===== src/rtl/wsti_pkg.sv =====
// Shared types, constants and character class functions for the string to int64 converter.
`timescale 1ns / 1ps

package wsti_pkg;

    // Parse phase of the current string
    typedef enum logic [2:0] {
        PH_IDLE   = 3'd0,
        PH_LEAD   = 3'd1,
        PH_BODY   = 3'd2,
        PH_ZERO   = 3'd3,
        PH_DIGITS = 3'd4,
        PH_DONE   = 3'd5
    } t_phase;

    // Sequencer state
    typedef enum logic {
        SQ_IDLE = 1'b0,
        SQ_MAC  = 1'b1
    } t_seq;

    // Result status codes
    typedef enum logic [1:0] {
        ST_OK      = 2'd0,
        ST_RANGE   = 2'd1,
        ST_BADBASE = 2'd2
    } t_status;

    // Shift-add multiply steps, one per base bit
    localparam int unsigned MAC_STEPS = 6;
    localparam int unsigned PROD_W    = 71;
    localparam logic [6:0]  NOT_DIGIT = 7'd99;

    localparam logic [63:0] LIMIT_POS = 64'h7FFF_FFFF_FFFF_FFFF;
    localparam logic [63:0] LIMIT_NEG = 64'h8000_0000_0000_0000;

    localparam logic [15:0] CH_PLUS  = 16'h002B;
    localparam logic [15:0] CH_MINUS = 16'h002D;
    localparam logic [15:0] CH_LX    = 16'h0078;
    localparam logic [15:0] CH_UX    = 16'h0058;

    // Handshake and result between the sequencer and the multiply unit
    typedef struct packed {
        logic        done;
        logic        over;
        logic [63:0] acc;
    } t_mac_res;

    localparam logic [15:0] ZERO_POINTS [18] = '{
        16'h0030, 16'h0660, 16'h06F0, 16'h0966, 16'h09E6, 16'h0A66, 16'h0AE6,
        16'h0B66, 16'h0C66, 16'h0CE6, 16'h0D66, 16'h0E50, 16'h0ED0, 16'h0F20,
        16'h1040, 16'h17E0, 16'h1810, 16'hFF10
    };

    localparam logic [15:0] SPACE_POINTS [26] = '{
        16'h0009, 16'h000A, 16'h000B, 16'h000C, 16'h000D, 16'h0020, 16'h0085,
        16'h00A0, 16'h1680, 16'h180E, 16'h2000, 16'h2001, 16'h2002, 16'h2003,
        16'h2004, 16'h2005, 16'h2006, 16'h2007, 16'h2008, 16'h2009, 16'h200A,
        16'h2028, 16'h2029, 16'h202F, 16'h205F, 16'h3000
    };

    function automatic logic is_space(input logic [15:0] c);
        logic hit;
        hit = 1'b0;
        for (int i = 0; i < 26; i++) begin
            if (c == SPACE_POINTS[i]) hit = 1'b1;
        end
        return hit;
    endfunction

    function automatic logic is_zero(input logic [15:0] c);
        logic hit;
        hit = 1'b0;
        for (int i = 0; i < 18; i++) begin
            if (c == ZERO_POINTS[i]) hit = 1'b1;
        end
        return hit;
    endfunction

    // Digit value 0..35, or NOT_DIGIT
    function automatic logic [6:0] digit_of(input logic [15:0] c);
        logic [6:0]  d;
        logic        found;
        logic [15:0] diff;
        d     = NOT_DIGIT;
        found = 1'b0;
        for (int i = 0; i < 18; i++) begin
            diff = c - ZERO_POINTS[i];
            if (!found && c >= ZERO_POINTS[i] && diff <= 16'd9) begin
                d     = 7'(diff);
                found = 1'b1;
            end
        end
        if (!found) begin
            if (c >= 16'h0061 && c <= 16'h007A) begin
                d = 7'(c - 16'h0057);
            end else if (c >= 16'h0041 && c <= 16'h005A) begin
                d = 7'(c - 16'h0037);
            end
        end
        return d;
    endfunction

endpackage


===== src/rtl/wide_string_to_int64.sv =====
// Top level of the streaming UTF-16 string to signed 64-bit integer converter.
`timescale 1ns / 1ps

// Takes one UTF-16 code unit per request and returns one result
// (value, end offset, status) when the first non-digit, terminator included,
// ends the parse, or on the first unit of a string when the radix is invalid.
// A digit that is added to the accumulator goes through the shared shift-add
// unit, which walks the six bits of the base, one per cycle, and then
// compares the product against the sign-dependent limit. A new request is
// not taken while a result waits at the output. The radix register is
// sampled on the first unit of each string.
module wide_string_to_int64
    import wsti_pkg::*;
#(
    parameter logic [31:0] MAX_OFFSET = 32'd65535
) (
    input  logic        i_clk,
    input  logic        i_rst_n,
    input  logic        i_cfg_we,
    input  logic [5:0]  i_cfg_data,
    input  logic        i_in_valid,
    output logic        o_in_ready,
    input  logic [15:0] i_code_unit,
    input  logic        i_string_start,
    output logic        o_out_valid,
    input  logic        i_out_ready,
    output logic [63:0] o_value,
    output logic [15:0] o_end_offset,
    output logic [1:0]  o_status
);

    localparam logic [15:0] POS_LIMIT =
        (MAX_OFFSET > 32'd65535) ? 16'hFFFF : MAX_OFFSET[15:0];

    logic [5:0]  r_radix;
    t_phase      r_phase, n_phase;
    logic        r_neg, n_neg;
    logic [5:0]  r_base, n_base;
    logic [63:0] r_acc;
    logic        r_ovf, n_ovf;
    logic [15:0] r_pos, n_pos;
    logic        r_seen, n_seen;
    t_seq        r_seq, n_seq;

    logic        r_out_valid;
    logic [63:0] r_value;
    logic [15:0] r_end;
    logic [1:0]  r_status;

    logic        accept;
    logic        acc_clr;
    logic        emit;
    logic [63:0] e_value;
    logic [15:0] e_end;
    t_status     e_status;
    logic        mac_go;
    logic [5:0]  mac_digit;
    logic [63:0] acc_now;
    t_mac_res    mac_res;

    assign accept  = i_in_valid && o_in_ready;
    assign acc_now = acc_clr ? 64'd0 : r_acc;

    // Decode one code unit against the parse state
    always_comb begin
        logic       go_body;
        logic       go_feed;
        logic       adv;
        logic [6:0] d;
        n_phase   = r_phase;
        n_neg     = r_neg;
        n_base    = r_base;
        n_ovf     = r_ovf;
        n_pos     = r_pos;
        n_seen    = r_seen;
        acc_clr   = 1'b0;
        emit      = 1'b0;
        e_value   = 64'd0;
        e_end     = 16'd0;
        e_status  = ST_OK;
        mac_go    = 1'b0;
        mac_digit = 6'd0;
        go_body   = 1'b0;
        go_feed   = 1'b0;
        adv       = 1'b0;
        d         = digit_of(i_code_unit);

        if (i_string_start) begin
            n_neg   = 1'b0;
            n_pos   = 16'd0;
            n_seen  = 1'b0;
            n_ovf   = 1'b0;
            acc_clr = 1'b1;
            if (r_radix != 6'd0 && (r_radix < 6'd2 || r_radix > 6'd36)) begin
                n_base   = 6'd0;
                n_phase  = PH_DONE;
                emit     = 1'b1;
                e_status = ST_BADBASE;
            end else begin
                n_base  = r_radix;
                n_phase = PH_LEAD;
            end
        end

        if (!emit) begin
            unique case (n_phase)
                PH_LEAD: begin
                    if (is_space(i_code_unit)) begin
                        adv = 1'b1;
                    end else if (i_code_unit == CH_PLUS || i_code_unit == CH_MINUS) begin
                        n_neg   = (i_code_unit == CH_MINUS);
                        n_phase = PH_BODY;
                        adv     = 1'b1;
                    end else begin
                        go_body = 1'b1;
                    end
                end
                PH_BODY: go_body = 1'b1;
                PH_ZERO: begin
                    if (i_code_unit == CH_LX || i_code_unit == CH_UX) begin
                        n_base  = 6'd16;
                        n_phase = PH_DIGITS;
                        adv     = 1'b1;
                    end else begin
                        if (n_base == 6'd0) n_base = 6'd8;
                        n_phase = PH_DIGITS;
                        n_seen  = 1'b1;
                        go_feed = 1'b1;
                    end
                end
                PH_DIGITS: go_feed = 1'b1;
                default: ;
            endcase

            // Base prefix check on the first body unit
            if (go_body) begin
                if ((n_base == 6'd0 || n_base == 6'd16) && is_zero(i_code_unit)) begin
                    n_phase = PH_ZERO;
                    adv     = 1'b1;
                end else begin
                    if (n_base == 6'd0) n_base = 6'd10;
                    n_phase = PH_DIGITS;
                    go_feed = 1'b1;
                end
            end

            // Take a digit or close the string
            if (go_feed) begin
                if (n_base < 6'd2 || n_base > 6'd36) n_base = 6'd10;
                if (d < {1'b0, n_base}) begin
                    n_seen    = 1'b1;
                    adv       = 1'b1;
                    mac_go    = !n_ovf;
                    mac_digit = d[5:0];
                end else begin
                    n_phase = PH_DONE;
                    emit    = 1'b1;
                    if (!n_seen) begin
                        e_value = 64'd0;
                    end else if (n_ovf) begin
                        e_value  = n_neg ? LIMIT_NEG : LIMIT_POS;
                        e_end    = n_pos;
                        e_status = ST_RANGE;
                    end else begin
                        e_value = n_neg ? (64'd0 - acc_now) : acc_now;
                        e_end   = n_pos;
                    end
                end
            end

            if (adv && n_pos < POS_LIMIT) n_pos = n_pos + 16'd1;
        end
    end

    // Sequencer next state
    always_comb begin
        n_seq = r_seq;
        unique case (r_seq)
            SQ_IDLE: if (accept && mac_go) n_seq = SQ_MAC;
            SQ_MAC:  if (mac_res.done) n_seq = SQ_IDLE;
            default: n_seq = SQ_IDLE;
        endcase
    end

    // Sequencer outputs
    always_comb begin
        unique case (r_seq)
            SQ_IDLE: o_in_ready = !r_out_valid;
            SQ_MAC:  o_in_ready = 1'b0;
            default: o_in_ready = 1'b0;
        endcase
    end

    // Radix register
    always_ff @(posedge i_clk) begin
        if (!i_rst_n) begin
            r_radix <= 6'd10;
        end else if (i_cfg_we) begin
            r_radix <= i_cfg_data;
        end
    end

    // Parse state and sequencer
    always_ff @(posedge i_clk) begin
        if (!i_rst_n) begin
            r_seq   <= SQ_IDLE;
            r_phase <= PH_IDLE;
            r_neg   <= 1'b0;
            r_base  <= 6'd0;
            r_acc   <= 64'd0;
            r_ovf   <= 1'b0;
            r_pos   <= 16'd0;
            r_seen  <= 1'b0;
        end else begin
            r_seq <= n_seq;
            if (accept) begin
                r_phase <= n_phase;
                r_neg   <= n_neg;
                r_base  <= n_base;
                r_acc   <= acc_now;
                r_ovf   <= n_ovf;
                r_pos   <= n_pos;
                r_seen  <= n_seen;
            end else if (mac_res.done) begin
                if (mac_res.over) r_ovf <= 1'b1;
                else              r_acc <= mac_res.acc;
            end
        end
    end

    // Result register: load on close, drop when taken
    always_ff @(posedge i_clk) begin
        if (!i_rst_n) begin
            r_out_valid <= 1'b0;
        end else if (accept && emit) begin
            r_out_valid <= 1'b1;
        end else if (i_out_ready) begin
            r_out_valid <= 1'b0;
        end
    end

    always_ff @(posedge i_clk) begin
        if (accept && emit) begin
            r_value  <= e_value;
            r_end    <= e_end;
            r_status <= e_status;
        end
    end

    wsti_mac u_mac (
        .i_clk   (i_clk),
        .i_rst_n (i_rst_n),
        .i_start (accept && mac_go),
        .i_acc   (acc_now),
        .i_base  (n_base),
        .i_digit (mac_digit),
        .i_limit (n_neg ? LIMIT_NEG : LIMIT_POS),
        .o_res   (mac_res)
    );

    assign o_out_valid  = r_out_valid;
    assign o_value      = r_value;
    assign o_end_offset = r_end;
    assign o_status     = r_status;

    // No request is taken while the multiply unit works
    a_busy_not_ready: assert property (@(posedge i_clk) disable iff (!i_rst_n)
        (r_seq == SQ_MAC) |-> !o_in_ready)
        else $error("request taken during multiply");

    // The multiply unit reports only while the sequencer waits for it
    a_done_in_mac: assert property (@(posedge i_clk) disable iff (!i_rst_n)
        mac_res.done |-> (r_seq == SQ_MAC))
        else $error("multiply done outside its slot");

    // An invalid base result carries neither value nor offset
    a_badbase_zero: assert property (@(posedge i_clk) disable iff (!i_rst_n)
        (o_out_valid && o_status == ST_BADBASE) |-> (o_value == 64'd0 && o_end_offset == 16'd0))
        else $error("invalid base result not cleared");

    // A digit that starts the multiply moves the sequencer to wait for it
    a_start_from_idle: assert property (@(posedge i_clk) disable iff (!i_rst_n)
        (accept && mac_go) |=> (r_seq == SQ_MAC))
        else $error("sequencer missed a multiply start");

endmodule


===== src/rtl/wsti_mac.sv =====
// Iterative shift-add multiply-accumulate with limit compare: acc * base + digit.
`timescale 1ns / 1ps

module wsti_mac
    import wsti_pkg::*;
(
    input  logic        i_clk,
    input  logic        i_rst_n,
    input  logic        i_start,
    input  logic [63:0] i_acc,
    input  logic [5:0]  i_base,
    input  logic [5:0]  i_digit,
    input  logic [63:0] i_limit,
    output t_mac_res    o_res
);

    logic                r_busy;
    logic                r_done;
    logic [2:0]          r_cnt;
    logic [PROD_W-1:0]   r_prod;
    logic [PROD_W-1:0]   r_mcand;
    logic [5:0]          r_mult;
    logic [63:0]         r_limit;

    // Control: run one step per base bit, then flag completion
    always_ff @(posedge i_clk) begin
        if (!i_rst_n) begin
            r_busy <= 1'b0;
            r_done <= 1'b0;
            r_cnt  <= '0;
        end else begin
            r_done <= 1'b0;
            if (i_start) begin
                r_busy <= 1'b1;
                r_cnt  <= '0;
            end else if (r_busy) begin
                r_cnt <= r_cnt + 3'd1;
                if (r_cnt == 3'(MAC_STEPS - 1)) begin
                    r_busy <= 1'b0;
                    r_done <= 1'b1;
                end
            end
        end
    end

    // Datapath: add the shifted multiplicand where the base bit is set
    always_ff @(posedge i_clk) begin
        if (i_start) begin
            r_prod  <= PROD_W'(i_digit);
            r_mcand <= PROD_W'(i_acc);
            r_mult  <= i_base;
            r_limit <= i_limit;
        end else if (r_busy) begin
            if (r_mult[0]) r_prod <= r_prod + r_mcand;
            r_mcand <= r_mcand << 1;
            r_mult  <= r_mult >> 1;
        end
    end

    assign o_res.done = r_done;
    assign o_res.over = (r_prod > PROD_W'(r_limit));
    assign o_res.acc  = r_prod[63:0];

endmodule


===== config.mk =====
export PLATFORM = sky130hd
export DESIGN_NAME = wide_string_to_int64
export DESIGN_NICKNAME = d
export VERILOG_FILES = /design/src/rtl/wsti_pkg.sv /design/src/rtl/wide_string_to_int64.sv /design/src/rtl/wsti_mac.sv
export SDC_FILE = /design/constraint.sdc
export NUM_CORES = 1
export LEC_CHECK = 0
export BUFFER_PORTS_ARGS = -buffer_cell sky130_fd_sc_hd__buf_4
export CORE_UTILIZATION = 40
export DETAILED_ROUTE_END_ITERATION = 8
export PLACE_DENSITY = 0.61
export SYNTH_ARGS = -nofsm -noshare
export SYNTH_HDL_FRONTEND = slang
export SYNTH_SLANG_ARGS = --single-unit

===== constraint.sdc =====
create_clock -name i_clk -period 7.85 [get_ports i_clk]
set_input_delay 1.57 -clock i_clk [delete_from_list [all_inputs] [get_ports i_clk]]
set_output_delay 1.57 -clock i_clk [all_outputs]
set_load 0.1 [all_outputs]

* Word level (Yosys, flattened, before mapping)
Index checks and enable logic that the tools add are counted.
** Cells by class
- Add/sub/neg operators :: 24
- Multiply operators :: 0
- Divide/modulo/power cells :: 0
- Magnitude comparators :: 47
- Eq/ne operators :: 55
- Shift-type cells :: 0
- Multiplexer cells :: 194
- Bitwise logic cells :: 5
- Reduce and logical (&&, ||, !) cells :: 82
** Operators by type and width (count)
- 2-to-1 mux 64 bit :: 10
- less-or-equal comparator 16 x 4 -> 1 bit (second input constant) :: 18
- == test 16 x 14 -> 1 bit (second input constant) :: 16
- == test 16 x 12 -> 1 bit (second input constant) :: 11
- greater-or-equal comparator 16 x 12 -> 1 bit (second input constant) :: 11
- subtractor 16 x 12 -> 16 bit (second input constant) :: 11
- 2-to-1 mux 7 bit :: 21
- 2-to-1 mux 6 bit :: 23
- 2-to-1 mux 1 bit :: 115
- == test 16 x 13 -> 1 bit (second input constant) :: 5
- == test 16 x 4 -> 1 bit (second input constant) :: 5
- adder 71 bit :: 1
- greater-than comparator 71 x 64 -> 1 bit :: 1
- == test 16 x 6 -> 1 bit (second input constant) :: 4
- subtractor 1 x 64 -> 64 bit (first input constant) :: 1
- greater-or-equal comparator 16 x 13 -> 1 bit (second input constant) :: 3
- 2-to-1 mux 16 bit :: 3
- subtractor 16 x 13 -> 16 bit (second input constant) :: 3
- logical AND 1 bit :: 43
- == test 16 x 11 -> 1 bit (second input constant) :: 2
- == test 16 x 7 -> 1 bit (second input constant) :: 2
- == test 16 x 8 -> 1 bit (second input constant) :: 2
- greater-or-equal comparator 16 x 11 -> 1 bit (second input constant) :: 2
- greater-or-equal comparator 16 x 7 -> 1 bit (second input constant) :: 2
- other kinds (34) :: 92
** Word-level totals
- Register bits :: 399
- Latch bits :: 0
- Memory bits (writable) :: 0
- Bits in read-only memories :: 0
- Input port bits :: 28
- Output and inout port bits :: 84
- Logic and storage cells :: 429
- Memories kept :: 0

* Depth between registers and ports, before layout
Gate-level depths: netlist of the first run.
- Depth in word-level cells :: 82
- Mapped depth :: 28
- Depth with buffers taken out :: 24

* Cells and area by module
From an unflattened synthesis of the first run, not the netlist that was laid out.
** Second synthesis, totals
- Cell total of the unflattened synthesis :: 3235
- Area, all modules :: 27946.8 um^2
** By module, submodules not included
- wsti_mac :: instances 1, cells an instance 1449, area each 14044.7 um^2, seq. area each 5745.5 um^2
- wide_string_to_int64 :: instances 1, cells an instance 1786, area each 13902.1 um^2, seq. area each 4464.3 um^2

* Least setup slack after synthesis of the first run
No wires, ideal clock.
- Path type :: input to register
- From :: in i_code_unit[4]
- To :: reg u_mac.r_mcand[0], enable pin
- Setup time :: 398 ps
- Arrival :: 7553 ps
- Data required time :: 7452 ps
- Path slack :: -101 ps
- Stages :: 24
- Buffers on the path :: 4
- Cell sequence :: buf_2 > buf_1 > inv_1 > ha_1 > clkbuf_1 > nand2b_1 > a21oi_1 > xnor2_1 > o32ai_1 > a41oi_1 > nand4_2 > or2b_1 > or3_1 > mux2i_1 > a21oi_1 > ha_1 > o21a_1 > o2111ai_1 > a2bb2oi_1 > o21ai_0 > a31o_2 > a2111oi_2 > clkbuf_1 > or2_2
** On the way
- Cells in the longest elaborated chain, start to end :: 81
- Elaborated cells on any way between the ends :: 283
- Classes of those cells :: add/sub: 20; order compare: 43; eq/ne: 49; mux: 109; reduce/logical: 62
** Ends and longest elaborated chain
- start, declared :: RTL line wide_string_to_int64.sv:23 : input logic [15:0] i_code_unit,
- subtractor 16 x 6 -> 16 bit :: RTL line wsti_pkg.sv:88 : diff = c - ZERO_POINTS[i];
- less-or-equal comparator 16 x 4 -> 1 bit :: RTL line wsti_pkg.sv:89 : if (!found && c >= ZERO_POINTS[i] && diff <= 16'd9) begin
- logical AND 1 bit :: RTL line wsti_pkg.sv:89
- 2-to-1 mux 1 bit :: RTL line wsti_pkg.sv:89
- logical NOT 1 bit :: RTL line wsti_pkg.sv:89
- logical AND 1 bit (2 in a row) :: RTL line wsti_pkg.sv:89
- 2-to-1 mux 1 bit :: RTL line wsti_pkg.sv:89
- logical NOT 1 bit :: RTL line wsti_pkg.sv:89
- (+64 left out)
- 2-to-1 mux 7 bit :: RTL line wsti_pkg.sv:95 : if (c >= 16'h0061 && c <= 16'h007A) begin
- 2-to-1 mux 7 bit :: RTL line wsti_pkg.sv:94 : if (!found) begin
- less-than comparator 7 x 6 -> 1 bit :: RTL line wide_string_to_int64.sv:150 : if (d < {1'b0, n_base}) begin
- 2-to-1 mux 1 bit :: RTL line wide_string_to_int64.sv:150
- 2-to-1 mux 1 bit * :: RTL line wide_string_to_int64.sv:148 : if (go_feed) begin
- 2-to-1 mux 1 bit * :: RTL line wide_string_to_int64.sv:105 : if (!emit) begin
- logical AND 1 bit * :: RTL line wide_string_to_int64.sv:253 : .i_start (accept && mac_go),
- nonzero test 2 bit (no source line) *
- end signal, assigned :: RTL line wsti_mac.sv:50 : r_mcand <= PROD_W'(i_acc);
- end signal, assigned :: RTL line wsti_mac.sv:55 : r_mcand <= r_mcand << 1;
- end, declared :: RTL line wsti_mac.sv:21 : logic [PROD_W-1:0] r_mcand;
Every way passes the cells marked *; elsewhere a longest branch is shown, timed or not. The select of a mux whose other input is x is not followed.
A chain may end at the register's enable or synchronous reset.

* Worst setup path after layout of the first run
- From :: in i_code_unit[5]
- To :: reg r_pos[11]
** On the way
- Cells in the longest elaborated chain, start to end :: 82
- Elaborated cells on any way between the ends :: 290
- Classes of those cells :: add/sub: 20; order compare: 43; eq/ne: 49; mux: 117; reduce/logical: 61
** Ends and longest elaborated chain
- subtractor 16 x 6 -> 16 bit :: RTL line wsti_pkg.sv:88
- less-or-equal comparator 16 x 4 -> 1 bit :: RTL line wsti_pkg.sv:89
- logical AND 1 bit :: RTL line wsti_pkg.sv:89
- 2-to-1 mux 1 bit :: RTL line wsti_pkg.sv:89
- logical NOT 1 bit :: RTL line wsti_pkg.sv:89
- logical AND 1 bit (2 in a row) :: RTL line wsti_pkg.sv:89
- 2-to-1 mux 1 bit :: RTL line wsti_pkg.sv:89
- logical NOT 1 bit :: RTL line wsti_pkg.sv:89
- (+65 left out)
- 2-to-1 mux 7 bit :: RTL line wsti_pkg.sv:94
- less-than comparator 7 x 6 -> 1 bit :: RTL line wide_string_to_int64.sv:150
- 2-to-1 mux 1 bit :: RTL line wide_string_to_int64.sv:150
- 2-to-1 mux 1 bit * :: RTL line wide_string_to_int64.sv:148
- 2-to-1 mux 1 bit * :: RTL line wide_string_to_int64.sv:105
- logical AND 1 bit * :: RTL line wide_string_to_int64.sv:171 : if (adv && n_pos < POS_LIMIT) n_pos = n_pos + 16'd1;
- 2-to-1 mux 16 bit * :: RTL line wide_string_to_int64.sv:171
- 2-to-1 mux 16 bit * :: RTL line wide_string_to_int64.sv:105
- end signal, assigned :: RTL line wide_string_to_int64.sv:222 : r_pos <= n_pos;
- end, declared :: RTL line wide_string_to_int64.sv:41 : logic [15:0] r_pos, n_pos;
Marked as above.

==> impl_results.html, run 1 <==
<table>
<tr><th>Metric</th><th>Value</th></tr>
<tr><th colspan="2">STA</th></tr>
<tr><td>Min Clock Period, post-route</td><td>7.15 ns</td></tr>
<tr><td>Slew at the pin with the worst max-slew slack</td><td>0.961 ns</td></tr>
<tr><td>Post-Route Skew</td><td>0.0251 ns</td></tr>
<tr><td>Final setup viols</td><td>0</td></tr>
<tr><td>Total Neg Setup Slack</td><td>0 ns</td></tr>
<tr><td>Max transition margin</td><td>around 36%</td></tr>
<tr><td>RSZ-0062 raised after global routing</td><td>no</td></tr>
<tr><td>Endpoints failing hold</td><td>0</td></tr>
<tr><td>Pins over their slew limit</td><td>0</td></tr>
<tr><td>Max frequency</td><td>140 MHz</td></tr>
<tr><td>Final worst-path cycle share</td><td>91.1%</td></tr>
<tr><th colspan="2">Synth</th></tr>
<tr><td>Sequential-to-total area share from yosys stat</td><td>31.8%</td></tr>
<tr><td>Total nets after synthesis</td><td>3625</td></tr>
<tr><td>Parity-gate share of the synthesized area counting xor and xnor cells</td><td>under 10%</td></tr>
<tr><td>Unique cell type count in the Yosys netlist</td><td>106</td></tr>
<tr><td>Synth warn</td><td>0</td></tr>
<tr><td>Count of flip-flops with a built-in enable after synthesis</td><td>160</td></tr>
<tr><td>Number of standard cells after synthesis</td><td>3432</td></tr>
<tr><td>Compound-Gate Fraction of Synth Area</td><td>25.1%</td></tr>
<tr><td>Most used DFF post-synth</td><td>sky130_fd_sc_hd__dfxtp_1</td></tr>
<tr><td>Synth Area in Adders</td><td>7.89%</td></tr>
<tr><td>Register bit total from synthesis</td><td>337</td></tr>
<tr><td>Largest area contributor in the netlist</td><td>sky130_fd_sc_hd__edfxtp_1</td></tr>
<tr><td>Leading post-synthesis cells by cell area</td><td>sky130_fd_sc_hd__edfxtp_1, sky130_fd_sc_hd__dfxtp_1, sky130_fd_sc_hd__ha_1, sky130_fd_sc_hd__nand2_1, sky130_fd_sc_hd__o21ai_0</td></tr>
<tr><td>Post-Syn Area</td><td>between 20000 and 30000 µm²</td></tr>
<tr><td>Dominant combinational cell family by area after synthesis</td><td>compound AO/OA/AOI/OAI gates</td></tr>
<tr><td>Syn avg cell area</td><td>roughly 7.7 µm²</td></tr>
<tr><td>Yosys top cell area share</td><td>about 18%</td></tr>
<tr><td>Simple-gate share of the synthesized area</td><td>25.0%</td></tr>
<tr><td>Multiplexer share of the synthesized area</td><td>1.16%</td></tr>
<tr><td>Fraction of synthesis flops using an asynchronous set or reset pin</td><td>0%</td></tr>
<tr><th colspan="2">GRT</th></tr>
<tr><td>First-pass GRT wire length</td><td>about 130000 µm</td></tr>
<tr><td>Maximum number of pins on one net before global-route repair</td><td>194</td></tr>
<tr><td>Global route total overflow</td><td>0</td></tr>
<tr><td>Global-route usage over all layers</td><td>23.3%</td></tr>
<tr><td>Number of antenna violations at the first check in global routing</td><td>0</td></tr>
<tr><td>Number of global-route vias before repair</td><td>22408</td></tr>
<tr><th colspan="2">Setup path</th></tr>
<tr><td>Worst R2R Path Depth</td><td>17</td></tr>
<tr><td>Top Family by Delay on Critical Path</td><td>compound AO/OA/AOI/OAI gates</td></tr>
<tr><td>Worst Path Buf+Inv</td><td>2</td></tr>
<tr><td>Critical path required time</td><td>8.33 ns</td></tr>
<tr><td>Slowest cell on the critical path</td><td>sky130_fd_sc_hd__a2111oi_4</td></tr>
<tr><td>Origin of the critical flop-to-flop path</td><td>r_radix[2]</td></tr>
<tr><td>Register-to-register path setup slack</td><td>just under 3 ns</td></tr>
<tr><td>Arrival time of data at the critical path endpoint</td><td>7.64 ns</td></tr>
<tr><td>Worst-path maximum fanout</td><td>14</td></tr>
<tr><td>Crit path launch type</td><td>input port</td></tr>
<tr><td>Cell-by-cell trace of the critical path</td><td>buf_4 -&gt; inv_1 -&gt; ha_1 -&gt; and3b_1 -&gt; o21ai_0 -&gt; a221oi_1 -&gt; o2111a_1 -&gt; a41oi_1 -&gt; nand4_2 -&gt; or2b_1 -&gt; or3_1 -&gt; mux2i_1 -&gt; a21oi_1 -&gt; ha_1 -&gt; o21a_1 -&gt; o2111ai_1 -&gt; a2bb2oi_1 -&gt; o21ai_0 -&gt; a31o_2 -&gt; a2111oi_4 -&gt; o21ai_4 -&gt; or4_1 -&gt; a31oi_1</td></tr>
<tr><td>Delay of the slowest cell on the worst path</td><td>approximately 0.62 ns</td></tr>
<tr><td>Endpoint kind of the worst setup timing path</td><td>flip-flop</td></tr>
<tr><td>Critical register-to-register path endpoint</td><td>r_pos[11]</td></tr>
<tr><td>Critical path class</td><td>input port to flip-flop</td></tr>
<tr><th colspan="2">Routing</th></tr>
<tr><td>First drt pass iteration count</td><td>6</td></tr>
<tr><td>Average wire length per cell after detail routing</td><td>18.9 µm</td></tr>
<tr><td>Detailed-route via count</td><td>25331</td></tr>
<tr><td>Detail-routed via count per cell</td><td>5.98</td></tr>
<tr><td>Final antenna-violating net count</td><td>0</td></tr>
<tr><td>Final wirelength</td><td>80000 µm</td></tr>
<tr><td>Initial drt markers</td><td>2943</td></tr>
<tr><td>Drc violations</td><td>0</td></tr>
<tr><th colspan="2">Worst hold path</th></tr>
<tr><td>Number of cells on the worst hold path</td><td>2</td></tr>
<tr><td>Hold Path Sink</td><td>r_pos[9]</td></tr>
<tr><td>Launch instance of the worst min-delay path</td><td>r_pos[9]</td></tr>
<tr><td>Hold/Removal Path Class</td><td>flip-flop to flip-flop</td></tr>
<tr><th colspan="2">CTS</th></tr>
<tr><td>Number of sinks driven by the clock tree</td><td>337</td></tr>
<tr><td>Clock buffer count from CTS</td><td>38</td></tr>
<tr><td>Quantity of gates resized following cts</td><td>0</td></tr>
<tr><td># hold bufs at CTS</td><td>0</td></tr>
<tr><td>Number of setup buffers added after CTS</td><td>0</td></tr>
<tr><td>H-tree Lvls</td><td>2</td></tr>
<tr><td>CTS tree</td><td>yes</td></tr>
<tr><td>Clock latency reported for the late side of the worst-skew pair</td><td>0.57 ns</td></tr>
<tr><td>Clock slew seen by the registers of the worst setup and hold paths</td><td>0.06 ns</td></tr>
<tr><td>Root buffer cell</td><td>sky130_fd_sc_hd__clkbuf_16</td></tr>
<tr><td>Bufs on Longest Clock Path</td><td>3</td></tr>
<tr><th colspan="2">Floorplanning</th></tr>
<tr><td>IO Pins</td><td>112</td></tr>
<tr><td>Die height</td><td>between 200 and 300 µm</td></tr>
<tr><td>Starting density of the core</td><td>40.6%</td></tr>
<tr><td>Core region area</td><td>64700 µm²</td></tr>
<tr><td>Standard-cell row count</td><td>93</td></tr>
<tr><td>Area enclosed by the die boundary</td><td>between 60000 and 70000 µm²</td></tr>
<tr><td>Width of the die</td><td>about 260 µm</td></tr>
<tr><th colspan="2">Layout</th></tr>
<tr><td>Diodes inserted</td><td>0</td></tr>
<tr><td>Fraction of the core area covered by cells at the end of the flow</td><td>44.8%</td></tr>
<tr><td>Count of nets after finishing</td><td>3543</td></tr>
<tr><td>Final instance area</td><td>29000 µm²</td></tr>
<tr><td>Area overhead of the layout relative to synthesis</td><td>10.3%</td></tr>
<tr><td>Proportion of layout cells with a drive suffix above 1</td><td>8.96%</td></tr>
<tr><th colspan="2">Placement</th></tr>
<tr><td>Final Wtd Congestion</td><td>0.940</td></tr>
<tr><td>Placed cell area</td><td>between 20000 and 30000 µm²</td></tr>
<tr><td>Number of port buffers</td><td>about 110</td></tr>
<tr><td>HPWL after detailed placement</td><td>56600 µm</td></tr>
<tr><th colspan="2">Job</th></tr>
<tr><td>Total of max-cap violations</td><td>0</td></tr>
<tr><th colspan="2">Pwr</th></tr>
<tr><td>Power per cell area</td><td>179 nW/µm²</td></tr>
<tr><td>Maximum VDD drop</td><td>0.000124 V</td></tr>
<tr><td>Leak pwr</td><td>10.7 nW</td></tr>
<tr><td>Total design power</td><td>between 5 and 6 mW</td></tr>
<tr><th colspan="2">Outcome</th></tr>
<tr><td>Result of the run</td><td>finished, final reports clean</td></tr>
</table>
-- placed cells by master, fill, tap and decap left out, drive strengths merged, types with 23 or more instances in the layout --
cell    instances
o21ai         295
o21a           31
mux2i          26
a21o           69
a21oi         251
nand3         243
nor2          379
nor4           38
a41oi          70
buf           174
a211oi         31
dfxtp         177
edfxtp        160
xor2           32
nand2         427
nor3           87
ha            164
nand4          43
nand2b         27
nor2b          37
o211ai         24
clkbuf         51
xnor2          74
inv            70
and3           23
a31oi          54
-- cell type report --
type	count	area (µm²)
fill	6516	35700
multi-input combinational	2727	16600
sequential	337	8350
timing repair buffer	174	1390
tap	855	1070
clock buffer	51	1060
inverter	72	275
clock inverter	19	273
-- logic make-up (layout without fill, tap and decap cells) --
group,after synthesis,count (layout)
compound gates,1011,1011
xor+xnor,106,106
fa+ha+maj,165,165
buf+inv,368,316
flops,337,337
mux,30,30
simple gates,1415,1415
-- power breakdown --
group	leakage, nW	switching, mW	internal, mW
logic	7.10	0.816	0.416
registers	2.91	0.0980	1.93
clock network	0.645	0.770	1.16
-- flip-flops by register name (all words and copies together), names as in the netlist, 6 cells and up --
name and cells:
o_end_offset 16, o_value 64, r_acc 64, r_base 6, r_pos 16, r_radix 6, u_mac.r_mcand 71, u_mac.r_mult 6
u_mac.r_prod 71
-- worst reg2reg max path: stages, from the launching register on --
cell	delay (ns)
sky130_fd_sc_hd__dfxtp_1	0.46
sky130_fd_sc_hd__o21ai_0	0.19
sky130_fd_sc_hd__and4_1	0.25
sky130_fd_sc_hd__a21oi_1	0.32
sky130_fd_sc_hd__nor2_1	0.13
sky130_fd_sc_hd__and2_1	0.17
sky130_fd_sc_hd__a21o_1	0.18
sky130_fd_sc_hd__nor2_1	0.17
sky130_fd_sc_hd__ha_1	0.26
sky130_fd_sc_hd__o21a_1	0.20
sky130_fd_sc_hd__o2111ai_1	0.32
sky130_fd_sc_hd__a2bb2oi_1	0.22
sky130_fd_sc_hd__o21ai_0	0.15
sky130_fd_sc_hd__a31o_2	0.32
sky130_fd_sc_hd__a2111oi_4	0.62
sky130_fd_sc_hd__o21ai_4	0.20
sky130_fd_sc_hd__or4_1	0.55
sky130_fd_sc_hd__a31oi_1	0.16
-- worst max path at each step --
stage | endpoint | cells after the start | start
final | r_pos[11] | 23 | i_code_unit[5]
after global routing | u_mac.r_mcand[32] | 23 | i_code_unit[6]
after CTS | r_pos[11] | 23 | i_code_unit[5]
after detailed placement | r_pos[11] | 23 | i_code_unit[5]
after global placement | r_pos[11] | 23 | i_code_unit[5]
after floorplan | o_end_offset[0] | 25 | i_code_unit[4]
-- stage by stage --
stage | setup slack [ns] | hold WS (ns) | instances
5_1_grt | 0.265 | 0.482 | 4235
3_5_place_dp | 0.228 | 0.458 | 4165
3_3_place_gp | 0.342 | 0.455 | 4165
6_report | 0.698 | 0.466 | 4235
4_1_cts | 0.792 | 0.467 | 4235
2_1_floorplan | 0.0716 | 0.440 | 3432
-- metal layers --
| metal | wire length, µm | vias up | part of all wire [%] | track usage, % |
|---|---|---|---|---|
| li1 | - | 12400 | - | - |
| met1 | 39100 | 11819 | 49 | 36.9 |
| met2 | 32700 | 1017 | 41 | 32.8 |
| met3 | 6740 | 95 | 8.4 | 2.97 |
| met4 | 1470 | 0 | 1.8 | 5.37 |
| met5 | 0 | - | 0 | 0 |
-- synthesized netlist by cell type (70+ instances only) --
| cell | n |
|---|---|
| sky130_fd_sc_hd__a21oi_1 | 249 |
| sky130_fd_sc_hd__a41oi_1 | 70 |
| sky130_fd_sc_hd__clkbuf_1 | 232 |
| sky130_fd_sc_hd__dfxtp_1 | 177 |
| sky130_fd_sc_hd__edfxtp_1 | 160 |
| sky130_fd_sc_hd__ha_1 | 164 |
| sky130_fd_sc_hd__nand2_1 | 426 |
| sky130_fd_sc_hd__nand3_1 | 243 |
| sky130_fd_sc_hd__nor2_1 | 378 |
| sky130_fd_sc_hd__nor3_1 | 86 |
| sky130_fd_sc_hd__o21ai_0 | 288 |
| sky130_fd_sc_hd__xnor2_1 | 74 |
Note: power is estimated with default switching activity, not from simulation.
==> run 2: changes to the inputs <==
--- a/config.mk
+++ b/config.mk
@@ -6,9 +6,13 @@
 export NUM_CORES = 1
 export LEC_CHECK = 0
 export BUFFER_PORTS_ARGS = -buffer_cell sky130_fd_sc_hd__buf_4
+export CELL_PAD_IN_SITES_DETAIL_PLACEMENT = 1
+export CELL_PAD_IN_SITES_GLOBAL_PLACEMENT = 1
 export CORE_UTILIZATION = 40
 export DETAILED_ROUTE_END_ITERATION = 8
-export PLACE_DENSITY = 0.61
+export GPL_TIMING_DRIVEN = 0
+export PLACE_DENSITY = 0.75
 export SYNTH_ARGS = -nofsm -noshare
 export SYNTH_HDL_FRONTEND = slang
+export SYNTH_HIERARCHICAL = 1
 export SYNTH_SLANG_ARGS = --single-unit
==> impl_results.html, run 2 <==
<table>
<tr><th>Metric</th><th>Value</th></tr>
<tr><th colspan="2">GRT</th></tr>
<tr><td>First-pass GRT wire length</td><td>165000 µm (was 127000 µm)</td></tr>
<tr><td>Number of global-route vias before repair</td><td>26237 (was 22408)</td></tr>
<tr><td>Global route total overflow</td><td>0 (unchanged)</td></tr>
<tr><td>Number of antenna violations at the first check in global routing</td><td>3 (was 0)</td></tr>
<tr><td>Maximum number of pins on one net before global-route repair</td><td>73 (was 194)</td></tr>
<tr><td>Global-route usage over all layers</td><td>30.6% (was 23.3%)</td></tr>
<tr><th colspan="2">STA</th></tr>
<tr><td>Pins over their slew limit</td><td>0 (unchanged)</td></tr>
<tr><td>Slew at the pin with the worst max-slew slack</td><td>1.19 ns (was 0.961 ns)</td></tr>
<tr><td>Final worst-path cycle share</td><td>98.3% (was 91.1%)</td></tr>
<tr><td>Max transition margin</td><td>20.0% (was 35.8%)</td></tr>
<tr><td>Endpoints failing hold</td><td>0 (unchanged)</td></tr>
<tr><td>Final setup viols</td><td>0 (unchanged)</td></tr>
<tr><td>RSZ-0062 raised after global routing</td><td>no (unchanged)</td></tr>
<tr><td>Min Clock Period, post-route</td><td>7.72 ns (was 7.15 ns)</td></tr>
<tr><td>Post-Route Skew</td><td>0.0400 ns (was 0.0251 ns)</td></tr>
<tr><td>Max frequency</td><td>130 MHz (was 140 MHz)</td></tr>
<tr><th colspan="2">CTS</th></tr>
<tr><td># hold bufs at CTS</td><td>0 (unchanged)</td></tr>
<tr><td>Root buffer cell</td><td>sky130_fd_sc_hd__clkbuf_16 (unchanged)</td></tr>
<tr><td>Clock buffer count from CTS</td><td>47 (was 38)</td></tr>
<tr><td>Number of sinks driven by the clock tree</td><td>399 (was 337)</td></tr>
<tr><td>CTS tree</td><td>yes (unchanged)</td></tr>
<tr><td>Bufs on Longest Clock Path</td><td>3 (unchanged)</td></tr>
<tr><td>Clock latency reported for the late side of the worst-skew pair</td><td>0.61 ns (was 0.57 ns)</td></tr>
<tr><td>Clock slew seen by the registers of the worst setup and hold paths</td><td>0.06 ns (about the same)</td></tr>
<tr><td>H-tree Lvls</td><td>2 (unchanged)</td></tr>
<tr><th colspan="2">Synth</th></tr>
<tr><td>Leading post-synthesis cells by cell area</td><td>sky130_fd_sc_hd__edfxtp_1, sky130_fd_sc_hd__dfxtp_1, sky130_fd_sc_hd__ha_1, sky130_fd_sc_hd__nor2_1, sky130_fd_sc_hd__a21oi_1 (was sky130_fd_sc_hd__edfxtp_1, sky130_fd_sc_hd__dfxtp_1, sky130_fd_sc_hd__ha_1, sky130_fd_sc_hd__nand2_1, sky130_fd_sc_hd__o21ai_0)</td></tr>
<tr><td>Yosys top cell area share</td><td>23.9% (was 18.3%)</td></tr>
<tr><td>Post-synth top cells</td><td>sky130_fd_sc_hd__nor2_1, sky130_fd_sc_hd__nand2_1, sky130_fd_sc_hd__a21oi_1, sky130_fd_sc_hd__edfxtp_1, sky130_fd_sc_hd__dfxtp_1 (was sky130_fd_sc_hd__nand2_1, sky130_fd_sc_hd__nor2_1, sky130_fd_sc_hd__o21ai_0, sky130_fd_sc_hd__a21oi_1, sky130_fd_sc_hd__nand3_1)</td></tr>
<tr><td>Register bit total from synthesis</td><td>399 (was 337)</td></tr>
<tr><td>Fraction of synthesis flops using an asynchronous set or reset pin</td><td>0% (unchanged)</td></tr>
<tr><td>Unique cell type count in the Yosys netlist</td><td>110 (was 106)</td></tr>
<tr><td>Cell with the most instances after synthesis</td><td>sky130_fd_sc_hd__nor2_1 (was sky130_fd_sc_hd__nand2_1)</td></tr>
<tr><td>Largest area contributor in the netlist</td><td>sky130_fd_sc_hd__edfxtp_1 (unchanged)</td></tr>
<tr><td>Count of flip-flops with a built-in enable after synthesis</td><td>222 (was 160)</td></tr>
<tr><td>Syn avg cell area</td><td>8.64 µm² (was 7.66 µm²)</td></tr>
<tr><td>Number of standard cells after synthesis</td><td>3235 (was 3432)</td></tr>
<tr><td>Synth warn</td><td>6 (was 0)</td></tr>
<tr><td>Sequential-to-total area share from yosys stat</td><td>36.5% (was 31.8%)</td></tr>
<tr><td>Post-Syn Area</td><td>27900 µm² (was 26300 µm²)</td></tr>
<tr><td>Total nets after synthesis</td><td>3428 (was 3625)</td></tr>
<tr><td>Most used DFF post-synth</td><td>sky130_fd_sc_hd__edfxtp_1 (was sky130_fd_sc_hd__dfxtp_1)</td></tr>
<tr><th colspan="2">Job</th></tr>
<tr><td>Total of max-cap violations</td><td>0 (unchanged)</td></tr>
<tr><th colspan="2">Setup path</th></tr>
<tr><td>Arrival time of data at the critical path endpoint</td><td>8.01 ns (was 7.64 ns)</td></tr>
<tr><td>Critical path required time</td><td>8.14 ns (was 8.33 ns)</td></tr>
<tr><td>Critical path class</td><td>input port to flip-flop (unchanged)</td></tr>
<tr><td>Worst-path maximum fanout</td><td>14 (unchanged)</td></tr>
<tr><td>Slowest cell on the critical path</td><td>sky130_fd_sc_hd__or4_1 (was sky130_fd_sc_hd__a2111oi_4)</td></tr>
<tr><td>Endpoint kind of the worst setup timing path</td><td>flip-flop (unchanged)</td></tr>
<tr><td>Delay of the slowest cell on the worst path</td><td>0.57 ns (was 0.62 ns)</td></tr>
<tr><td>Launching element of the worst setup path</td><td>i_code_unit[5] (unchanged)</td></tr>
<tr><td>Crit path launch type</td><td>input port (unchanged)</td></tr>
<tr><td>Origin of the critical flop-to-flop path</td><td>r_phase[0] (was r_radix[2])</td></tr>
<tr><td>Most Frequent Cell on Critical Path</td><td>sky130_fd_sc_hd__clkbuf_8</td></tr>
<tr><th colspan="2">Layout</th></tr>
<tr><td>Final instance area</td><td>32000 µm² (was 29000 µm²)</td></tr>
<tr><td>Count of nets after finishing</td><td>3598 (was 3543)</td></tr>
<tr><td>Most common library cell in the layout ignoring fill and taps</td><td>sky130_fd_sc_hd__nor2_1 (was sky130_fd_sc_hd__nand2_1)</td></tr>
<tr><td>Commonest cells after routing, fill and taps aside</td><td>sky130_fd_sc_hd__nor2_1, sky130_fd_sc_hd__nand2_1, sky130_fd_sc_hd__a21oi_1 (was sky130_fd_sc_hd__nand2_1, sky130_fd_sc_hd__nor2_1, sky130_fd_sc_hd__o21ai_0)</td></tr>
<tr><td>Area overhead of the layout relative to synthesis</td><td>14.3% (was 10.3%)</td></tr>
<tr><td>Largest registers</td><td>u_mac/r_mcand (71), u_mac/r_prod (71) (was u_mac.r_mcand (71), u_mac.r_prod (71))</td></tr>
<tr><td>Proportion of layout cells with a drive suffix above 1</td><td>14.9% (was 8.96%)</td></tr>
<tr><td>Non-Filler Instances</td><td>4374 (was 4235)</td></tr>
<tr><th colspan="2">Worst hold path</th></tr>
<tr><td>Hold/Removal Path Class</td><td>flip-flop to flip-flop (unchanged)</td></tr>
<tr><td>Launch instance of the worst min-delay path</td><td>r_pos[14] (was r_pos[9])</td></tr>
<tr><th colspan="2">Placement</th></tr>
<tr><td>Placed cell area</td><td>30100 µm² (was 27700 µm²)</td></tr>
<tr><td>Number of port buffers</td><td>107 (was 111)</td></tr>
<tr><td>HPWL after detailed placement</td><td>81100 µm (was 56600 µm)</td></tr>
<tr><td>Final Wtd Congestion</td><td>0.972 (was 0.940)</td></tr>
<tr><td>Placed Cells</td><td>4275 (was 4165)</td></tr>
<tr><th colspan="2">Outcome</th></tr>
<tr><td>Result of the run</td><td>finished, final reports clean (unchanged)</td></tr>
<tr><th colspan="2">Floorplanning</th></tr>
<tr><td>Core region area</td><td>68800 µm² (was 64700 µm²)</td></tr>
<tr><td>Area enclosed by the die boundary</td><td>70900 µm² (was 66700 µm²)</td></tr>
<tr><td>Die height</td><td>266 µm (was 258 µm)</td></tr>
<tr><td>Standard-cell row count</td><td>96 (was 93)</td></tr>
<tr><td>Width of the die</td><td>266 µm (was 258 µm)</td></tr>
<tr><td>Starting density of the core</td><td>40.6% (about the same)</td></tr>
<tr><td>IO Pins</td><td>112 (unchanged)</td></tr>
<tr><th colspan="2">Routing</th></tr>
<tr><td>Final wirelength</td><td>110000 µm (was 80000 µm)</td></tr>
<tr><td>Initial drt markers</td><td>2479 (was 2943)</td></tr>
<tr><td>Drc violations</td><td>0 (unchanged)</td></tr>
<tr><td>Final antenna-violating net count</td><td>0 (unchanged)</td></tr>
<tr><td>Average wire length per cell after detail routing</td><td>25.1 µm (was 18.9 µm)</td></tr>
<tr><td>Detail-routed via count per cell</td><td>6.10 (was 5.98)</td></tr>
<tr><td>Detailed-route via count</td><td>26695 (was 25331)</td></tr>
<tr><td>First drt pass iteration count</td><td>6 (unchanged)</td></tr>
<tr><th colspan="2">Pwr</th></tr>
<tr><td>Power per cell area</td><td>163 nW/µm² (was 179 nW/µm²)</td></tr>
<tr><td>Leak pwr</td><td>12.4 nW (was 10.7 nW)</td></tr>
<tr><td>Maximum VDD drop</td><td>0.000145 V (was 0.000124 V)</td></tr>
</table>
run 2: layout make-up:
class                   count  area (µm²)
fillers                  8089       36900
inverters                 139         532
repair buffers            118         966
flip-flops and latches    399       10200
clock inverters            26         292
plain buffers             280        1570
well taps                 931        1160
multi-input cells        2420       16000
clock buffers              60        1240
diodes                      1        2.50
run 2: path summary, 6_finish.rpt:
| check | end | slack (ns) | cells past startpoint |
|---|---|---|---|
| max | u_mac/r_mcand[59] | 0.13 | 30 |
| min | r_pos[14] | 0.47 | 2 |
| max reg2reg | u_mac/r_mcand[59] | 1.98 | 24 |
| min reg2reg | r_pos[14] | 0.47 | 2 |
run 2: per-stage QoR:
stage	power [mW]	TNS [ns]	setup WS (ns)	hold WS (ns)	util (%)
global placement	3.01	-909.14	-2.88	0.458	43.6
finish	5.22	0	0.134	0.470	46.4
floorplan	2.80	0	0.00419	0.435	-
global route	5.38	0	0.00378	0.510	46.4
CTS	5.25	0	0.00266	0.468	46.1
detailed placement	3.01	-716.83	-2.58	0.462	43.7
run 2: critical path: cells and delay by family:
kind                     cells  cell delay, ns
adder cells (fa/ha/maj)      2            0.41
buffers and inverters        9            1.73
AND/OR/NAND/NOR             12            2.71
AO/OA/AOI/OAI                7            1.54
run 2: where the power goes:
part	switching, mW	leakage (nW)	internal [mW]
registers	0.0201	3.50	2.24
clock network	0.943	0.753	1.29
logic	0.564	8.13	0.163
total	1.53	12.4	3.70
run 2: kinds of logic after synthesis:
family / count (synthesis) / synth area share (%)
multiplexers: 103 / 4.03
AO/OA/AOI/OAI: 858 / 20.2
buffers and inverters: 422 / 7.13
flip-flops: 399 / 36.5
adder cells (fa/ha/maj): 165 / 7.41
XOR/XNOR: 113 / 3.54
AND/OR/NAND/NOR: 1175 / 21.2
run 2: per-layer routing:
layer / track usage, % / share of wire [%] / up-vias / wire (µm)
li1: - / - / 12058 / -
met1: 42.4 / 44 / 13295 / 48500
met2: 47.4 / 44 / 1114 / 48500
met3: 5.09 / 7.9 / 222 / 8680
met4: 11.4 / 3.7 / 6 / 4040
met5: 0 / 0.032 / - / 35
run 2: timing repair:
| item | 4_1_cts | 5_1_grt |
|---|---|---|
| endpoints found under the setup margin | 445 | 348 |
| buffers inserted | 1 | 8 |
| gates resized for setup | 26 | 39 |
| cloned | 5 | 1 |
| pin swaps | 0 | 1 |
